<file path="src/rtl/core/nau_pkg.sv">
package nau_pkg;

    localparam int DATA_W      = 32;
    localparam int FRAC_W      = 16;
    localparam int RANGE_STEPS = 6;
    localparam int HORNER_TERMS = 14;
    localparam int DIV_STEPS   = 32;

    localparam logic [31:0] LN2_Q32       = 32'd2977044472;
    localparam logic [27:0] C_CUBIC_Q32   = 28'd192049463;
    localparam logic [31:0] SQRT_2_PI_Q32 = 32'd3426888095;
    localparam logic [32:0] Q32_ONE       = 33'h1_0000_0000;
    // exp(-t) is taken as zero from 33*ln2 upward.
    localparam logic [37:0] EXP_ZERO_T    = 38'd98242467576;

    typedef enum logic [3:0] {
        MODE_RELU     = 4'd0,
        MODE_CLIP     = 4'd1,
        MODE_GELU     = 4'd2,
        MODE_LEAKY    = 4'd3,
        MODE_TANH     = 4'd4,
        MODE_SIGMOID  = 4'd5,
        MODE_HSIGMOID = 4'd6,
        MODE_ELU      = 4'd7,
        MODE_NOOP     = 4'd8
    } t_mode;

    typedef struct packed {
        logic [31:0]              r;
        logic [32:0]              p;
        logic [5:0]               k;
        logic                     zero;
        logic signed [DATA_W-1:0] x;
    } t_hrn;

    typedef struct packed {
        logic [34:0]              rem;
        logic [33:0]              b;
        logic [31:0]              q;
        logic [32:0]              e;
        logic signed [DATA_W-1:0] x;
    } t_div;

    // Reciprocal 2^32/n, truncated, for the Horner divisors.
    function automatic logic [32:0] f_recip(input logic [3:0] n);
        logic [32:0] m;
        begin
            case (n)
                4'd1:    m = 33'd4294967296;
                4'd2:    m = 33'd2147483648;
                4'd3:    m = 33'd1431655765;
                4'd4:    m = 33'd1073741824;
                4'd5:    m = 33'd858993459;
                4'd6:    m = 33'd715827882;
                4'd7:    m = 33'd613566756;
                4'd8:    m = 33'd536870912;
                4'd9:    m = 33'd477218588;
                4'd10:   m = 33'd429496729;
                4'd11:   m = 33'd390451572;
                4'd12:   m = 33'd357913941;
                4'd13:   m = 33'd330382099;
                4'd14:   m = 33'd306783378;
                default: m = 33'd0;
            endcase
            return m;
        end
    endfunction

endpackage

</file>
<file path="src/rtl/core/nau_div_cell.sv">
module nau_div_cell (
    input  logic          i_clk,
    input  logic          i_rst_n,
    input  logic          i_vld,
    input  nau_pkg::t_div i_d,
    output logic          o_vld,
    output nau_pkg::t_div o_d
);
    import nau_pkg::*;

    logic        r_vld;
    t_div        r_d;
    logic [34:0] n_rem2;
    t_div        n_d;

    always_comb begin
        n_rem2 = {i_d.rem[33:0], 1'b0};
        n_d    = i_d;
        if (n_rem2 >= 35'(i_d.b)) begin
            n_d.rem = n_rem2 - 35'(i_d.b);
            n_d.q   = {i_d.q[30:0], 1'b1};
        end else begin
            n_d.rem = n_rem2;
            n_d.q   = {i_d.q[30:0], 1'b0};
        end
    end

    always_ff @(posedge i_clk) begin
        if (!i_rst_n) begin
            r_vld <= 1'b0;
        end else begin
            r_vld <= i_vld;
        end
    end

    always_ff @(posedge i_clk) begin
        r_d <= n_d;
    end

    assign o_vld = r_vld;
    assign o_d   = r_d;

endmodule

</file>
<file path="config.mk">
export PLATFORM = sky130hd
export DESIGN_NAME = nau_div_cell
export DESIGN_NICKNAME = d
export VERILOG_FILES = /design/src/rtl/core/nau_pkg.sv /design/src/rtl/core/nau_div_cell.sv
export SDC_FILE = /design/constraint.sdc
export NUM_CORES = 1
export LEC_CHECK = 0
export ABC_AREA = 1
export ABC_CLOCK_PERIOD_IN_PS = 3890
export BUFFER_PORTS_ARGS = -buffer_cell sky130_fd_sc_hd__buf_2
export CAP_MARGIN = 20
export CORE_ASPECT_RATIO = 0.75
export CORE_MARGIN = 10
export CORE_UTILIZATION = 49
export DETAILED_ROUTE_END_ITERATION = 7
export PLACE_DENSITY = 0.86
export SETUP_SLACK_MARGIN = 0.15
export SLEW_MARGIN = 0
export SYNTH_ARGS = -nofsm -noshare
export SYNTH_HDL_FRONTEND = slang
export SYNTH_SLANG_ARGS = --single-unit
</file>
<file path="constraint.sdc">
create_clock -name i_clk -period 3.89 [get_ports i_clk]
set_input_delay 0.9725 -clock i_clk [delete_from_list [all_inputs] [get_ports i_clk]]
set_output_delay 0.9725 -clock i_clk [all_outputs]
set_load 0.02 [all_outputs]
</file>
==> results.cfg, run 1 <==
[route]
via_count = 6402
post-route-drc-count = 0
dr.first_iter.drc_count = 475
avgViaCountPerCell = 4.73
dr.pass1.iters = 6
routedWlPerCell_um = 17.6
antenna_left = 0
drt_wl_total_um = 23800

[clock_tree]
numCtsBuffers = 17
cts-htree-levels = 4
root_buffer = clkbuf_16
ctsHoldBuffers = 0
clkSinkCount = 167
ctsResizeCount = 0
cts_tree = done
postCtsSetupBuffers = 0
cts.reportedPaths.clkPinSlew_ns = 0.07
clockBufferDepth = 2

[floorplan]
row_count = 36
die_h_um = 119
core_area_mm2 = 0.0129
die_area_mm2 = 0.0182
die_width_um = 153
start_util_pct = 50.0
num_io_pins = 336

[synth]
ys_seq_area_share_pct = 51.8
synth_cells = 824
avgSynthCellArea_um2 = 7.84
synth.net_count = 1028
netlist_area_mm2 = 0.00646
yosysTopAreaCell = dfxtp_1
yosysWarnings = 0
synthTopCellsByArea = dfxtp_1 52%, nand2_1 18%, inv_1 7.3%, ha_1 6.6%, nor2_1 3.3%
ys_types = 28
yosysTopAreaCellShare_pct = 51.8
ys_ff_latch = 167

[finish]
multi_input_area_mm2 = 0.00257
finalNonFillerCells = 1354
final_layout_size_suffix_gt1_share_pct = 31.8
final_nets = 1376
antenna_cells = 0
fill_cells = 1088
ff_latch_area_mm2 = 0.00334
area.growth.synth_to_final_pct = 37.2

[timing]
worst_slew_pin_slew_ns = 0.393
finalHoldViolations = 0
rsz0062_at_grt = no
finalCriticalPeriod_ns = 2.80
fmax_ghz = 0.357
setup_viol = 0
tns_ns = 0
relSlewSlack_pct = 73.8
post-route-period-util_pct = 72.0
slew_viol_final = 0

[worst_setup_path]
critical_path.max_fanout = 35
critPathRequiredTime_ns = 4.26
crit_chain = buf_2, inv_1, ha_1, nand2_1, inv_1, nand2_1, nand3_1, a21oi_1, nand3_2, nand3_2, nand2_4, inv_4, nand2_1, nand2_1
path_class = in2reg
start_kind = input pin
crit_buf_inv = 4
max_stage_delay_ns = 0.37
cp_top_family = simple AND/OR/NAND/NOR gates
end_kind = flip-flop
cp.arrival_ns = 3.17
crit_path_frequent_cell = nand2_1
slowest_stage = inv_4

[grt]
antenna_found_initial = 3
grt_util_all_layers_pct = 25.0
grt_pass1_vias = 6356
gr-total-overflow = 0
grt_max_degree = 36
grt_pass1_wl_um = 35900

[worst_hold_path]
holdPathStages = 1
worstHoldStart = i_d[8]
hold_end = o_d[8]
hp-class = in2reg

[placement]
place.gp.congestion = 0.922
dp_hpwl_um = 19600
portBuffers = 333
placed_cells = 1324

[status]
status = complete, no violations

[pwr]
power.leakage_uw = 0.00510
powerDensity_mw_per_mm2 = 504
ir_drop_mv = 0.407

[job]
drv_cap = 0
==> metal layers <==
metal	global-route usage [%]	share of wire [%]	up-vias
li1	-	-	3201
met1	29.6	42	2891
met2	43.0	49	261
met3	7.52	7.1	47
met4	7.07	2.2	2
met5	0	0.055	-
==> synth_stat cells, drive strengths merged <==
library cell,n
nor2,59
xor2,17
o21ai,5
a21oi,27
nand3b,10
nor3,10
nand2,309
buf,6
and3,1
nand3,38
xnor2,1
o21bai,2
a21o,2
nand4,4
fa,1
dfxtp,167
inv,129
ha,34
o21a,2
==> final cells by class <==
class,instances,share of cell area (%)
clock buffers,19,5.11
repair buffers,335,19.0
flip-flops and latches,167,37.7
clock inverters,11,1.27
inverters,129,5.49
multi-input cells,522,29.0
well taps,171,2.41
==> sequential cells by signal, summed over array words and instances (netlist names) <==
name / cells
o_vld: 1
o_d: 166
==> cells in the final DEF (no fill, tap or decap), types with 4 or more instances in the layout <==
cell type and count:
buf_2 333, clkbuf_16 17, nand3_1 36, inv_1 126
o21ai_0 4, dfxtp_1 167, inv_6 4, xor2_1 17
nor2_1 57, nand2_1 308, a21oi_1 26, nand3b_1 10
nand4_1 4, ha_1 34, nor3_1 8
==> worst max-delay path by stage <==
stage	startpoint	end	slack, ns	cells past startpoint
6_report	i_d[114]	o_d[163]	1.09	14
5_1_grt	i_d[114]	o_d[133]	0.85	14
4_1_cts	i_d[114]	o_d[163]	1.08	14
3_5_place_dp	i_d[114]	o_d[163]	0.66	14
3_3_place_gp	i_d[114]	o_d[151]	0.73	14
2_1_floorplan	i_d[111]	o_d[162]	1.43	14
==> power by group <==
part | internal (uW) | switching, uW | leakage, uW | total, uW
Combinational | 321 | 623 | 0.00342 | 944
Sequential | 1860 | 33.8 | 0.00141 | 1890
Clock | 920 | 716 | 0.000271 | 1640
==> stage by stage <==
step,util (%),power [uW],hold slack [ns],setup slack [ns],area [um^2]
floorplan,-,2500,1.00,1.43,6460
global placement,64.2,2840,1.07,0.733,8300
detailed placement,64.2,2860,1.08,0.664,8300
CTS,68.6,4480,0.635,1.08,8860
global route,68.6,4660,0.627,0.847,8860
finish,68.6,4470,0.641,1.09,8860
==> logic make-up (layout without fill, tap and decap cells) <==
logic type                 Yosys count  count (layout)  share of synthesized area [%]
DFF                                167             167                           51.8
adders and majority gates           35              35                           6.90
and+or+nand+nor                    431             431                           27.3
xor gates and xnor gates            18              18                           2.44
buffers and inverters              135             494                           8.41
AOI/OAI and AO/OA                   38              38                           3.23
Note: power is estimated with default switching activity, not from simulation.
==> run 2: changes to the inputs <==
ABC_CLOCK_PERIOD_IN_PS = 2400   (was 3890)
CORE_UTILIZATION = 41   (was 49)
PLACE_DENSITY = 0.77   (was 0.86)
clock period = 2.4 ns   (was 3.89 ns; I/O delays follow)
==> results.cfg, run 2 (synthesized netlist as in run 1, its figures left out) <==
[pwr]
powerDensity_mw_per_mm2 = 805
power.leakage_uw = 0.00544
ir_drop_mv = 0.475

[clock_tree]
cts.reportedPaths.clkPinSlew_ns = 0.07
postCtsSetupBuffers = 0
numCtsBuffers = 17
root_buffer = clkbuf_16
cts-htree-levels = 4
clockBufferDepth = 2
clkSinkCount = 167
ctsHoldBuffers = 0
ctsResizeCount = 0
cts_tree = done

[placement]
dp_hpwl_um = 20800
portBuffers = 333
dp_slack_ns = -0.0726
place.gp.congestion = 0.941

[grt]
grt_util_all_layers_pct = 22.1
antenna_found_initial = 8
gr-total-overflow = 0
grt_pass1_wl_um = 36100
grt_max_degree = 20
grt_pass1_vias = 6487

[worst_setup_path]
critPathRequiredTime_ns = 2.73
end_kind = flip-flop
start_kind = input pin
critical_path.max_fanout = 9
path_class = in2reg
cp.arrival_ns = 2.34

[route]
via_count = 6600
post-route-drc-count = 0
dr.first_iter.drc_count = 393
avgViaCountPerCell = 4.53
dr.pass1.iters = 7
antenna_left = 0
routedWlPerCell_um = 16.9
drt_wl_total_um = 24700

[finish]
mostFrequentLayoutCells = 333 x buf_2, 308 x nand2_1, 167 x dfxtp_1, 126 x inv_1, 63 x buf_4
final_layout_size_suffix_gt1_share_pct = 35.3
ff_latch_area_mm2 = 0.00334
fill_cells = 1364
largest_reg_flops = 166
final_nets = 1439
layout_commonest_cell = buf_2
multi_input_area_mm2 = 0.00257
area.growth.synth_to_final_pct = 46.7

[timing]
rsz0062_at_grt = no
finalCriticalPeriod_ns = 2.02
setup_viol = 0
whs_ns = 0.263
finalHoldViolations = 0
post-route-period-util_pct = 84.1
fmax_ghz = 0.495
relSlewSlack_pct = 76.0
slew_viol_final = 0
worst_slew_pin_slew_ns = 0.360
fin_ws_ns = 0.381

[floorplan]
num_io_pins = 336
die_area_mm2 = 0.0212
die_h_um = 129
row_count = 39
core_area_mm2 = 0.0153
die_width_um = 165
start_util_pct = 42.2

[status]
status = complete, no violations

[job]
drv_cap = 0

[worst_hold_path]
hp-class = in2reg
==> run 2: layer usage <==
layer,global-route usage (%),wire [um],up-vias
li1,-,-,3343
met1,25.3,9870,2934
met2,37.9,11800,268
met3,8.19,2430,45
met4,6.55,446,10
met5,0,75,-
==> run 2: area by class of cell <==
type / count / share of cell area (%)
diodes: 4 / 0.106
clock buffers: 17 / 4.49
clock inverters: 15 / 2.15
inverters: 129 / 5.14
multi-input cells: 522 / 27.1
flip-flops and latches: 167 / 35.3
well taps: 205 / 2.71
repair buffers: 398 / 23.0
==> run 2: report_power, final <==
group / total, uW / switching (uW) / internal, uW
registers: 3050 / 49.5 / 3010
logic: 1680 / 1040 / 637
clock network: 2890 / 1290 / 1600
total: 7630 / 2390 / 5240
==> run 2: path summary, 6_finish.rpt <==
check             cells past startpoint      from        to
setup / recovery                     14  i_d[114]  o_d[164]
hold / removal                        1   i_d[57]   o_d[57]
==> run 2: worst max-delay path, stage by stage <==
cell and delay, ns:
buf_2 0.09, inv_1 0.04, ha_1 0.34, nand2_1 0.17, inv_1 0.06, nand2_1 0.07, nand3_1 0.09, a21oi_1 0.22
nand3_2 0.13, nand3_2 0.10, nand2_4 0.08, buf_4 0.18, nand3_1 0.11, nand2_1 0.06
==> run 2: per-stage QoR <==
| stage | area (um^2) | cells | utilization [%] | power [uW] | setup TNS, ns |
|---|---|---|---|---|---|
| finish | 9480 | 1457 | 61.9 | 7630 | 0 |
| global route | 9470 | 1455 | 61.8 | 7950 | 0 |
| CTS | 9470 | 1453 | 61.8 | 7680 | 0 |
| detailed placement | 8840 | 1421 | 57.7 | 4790 | -1.08 |
| global placement | 8840 | 1421 | 57.7 | 4760 | -0.103 |
| floorplan | 6460 | 824 | - | 4050 | 0 |
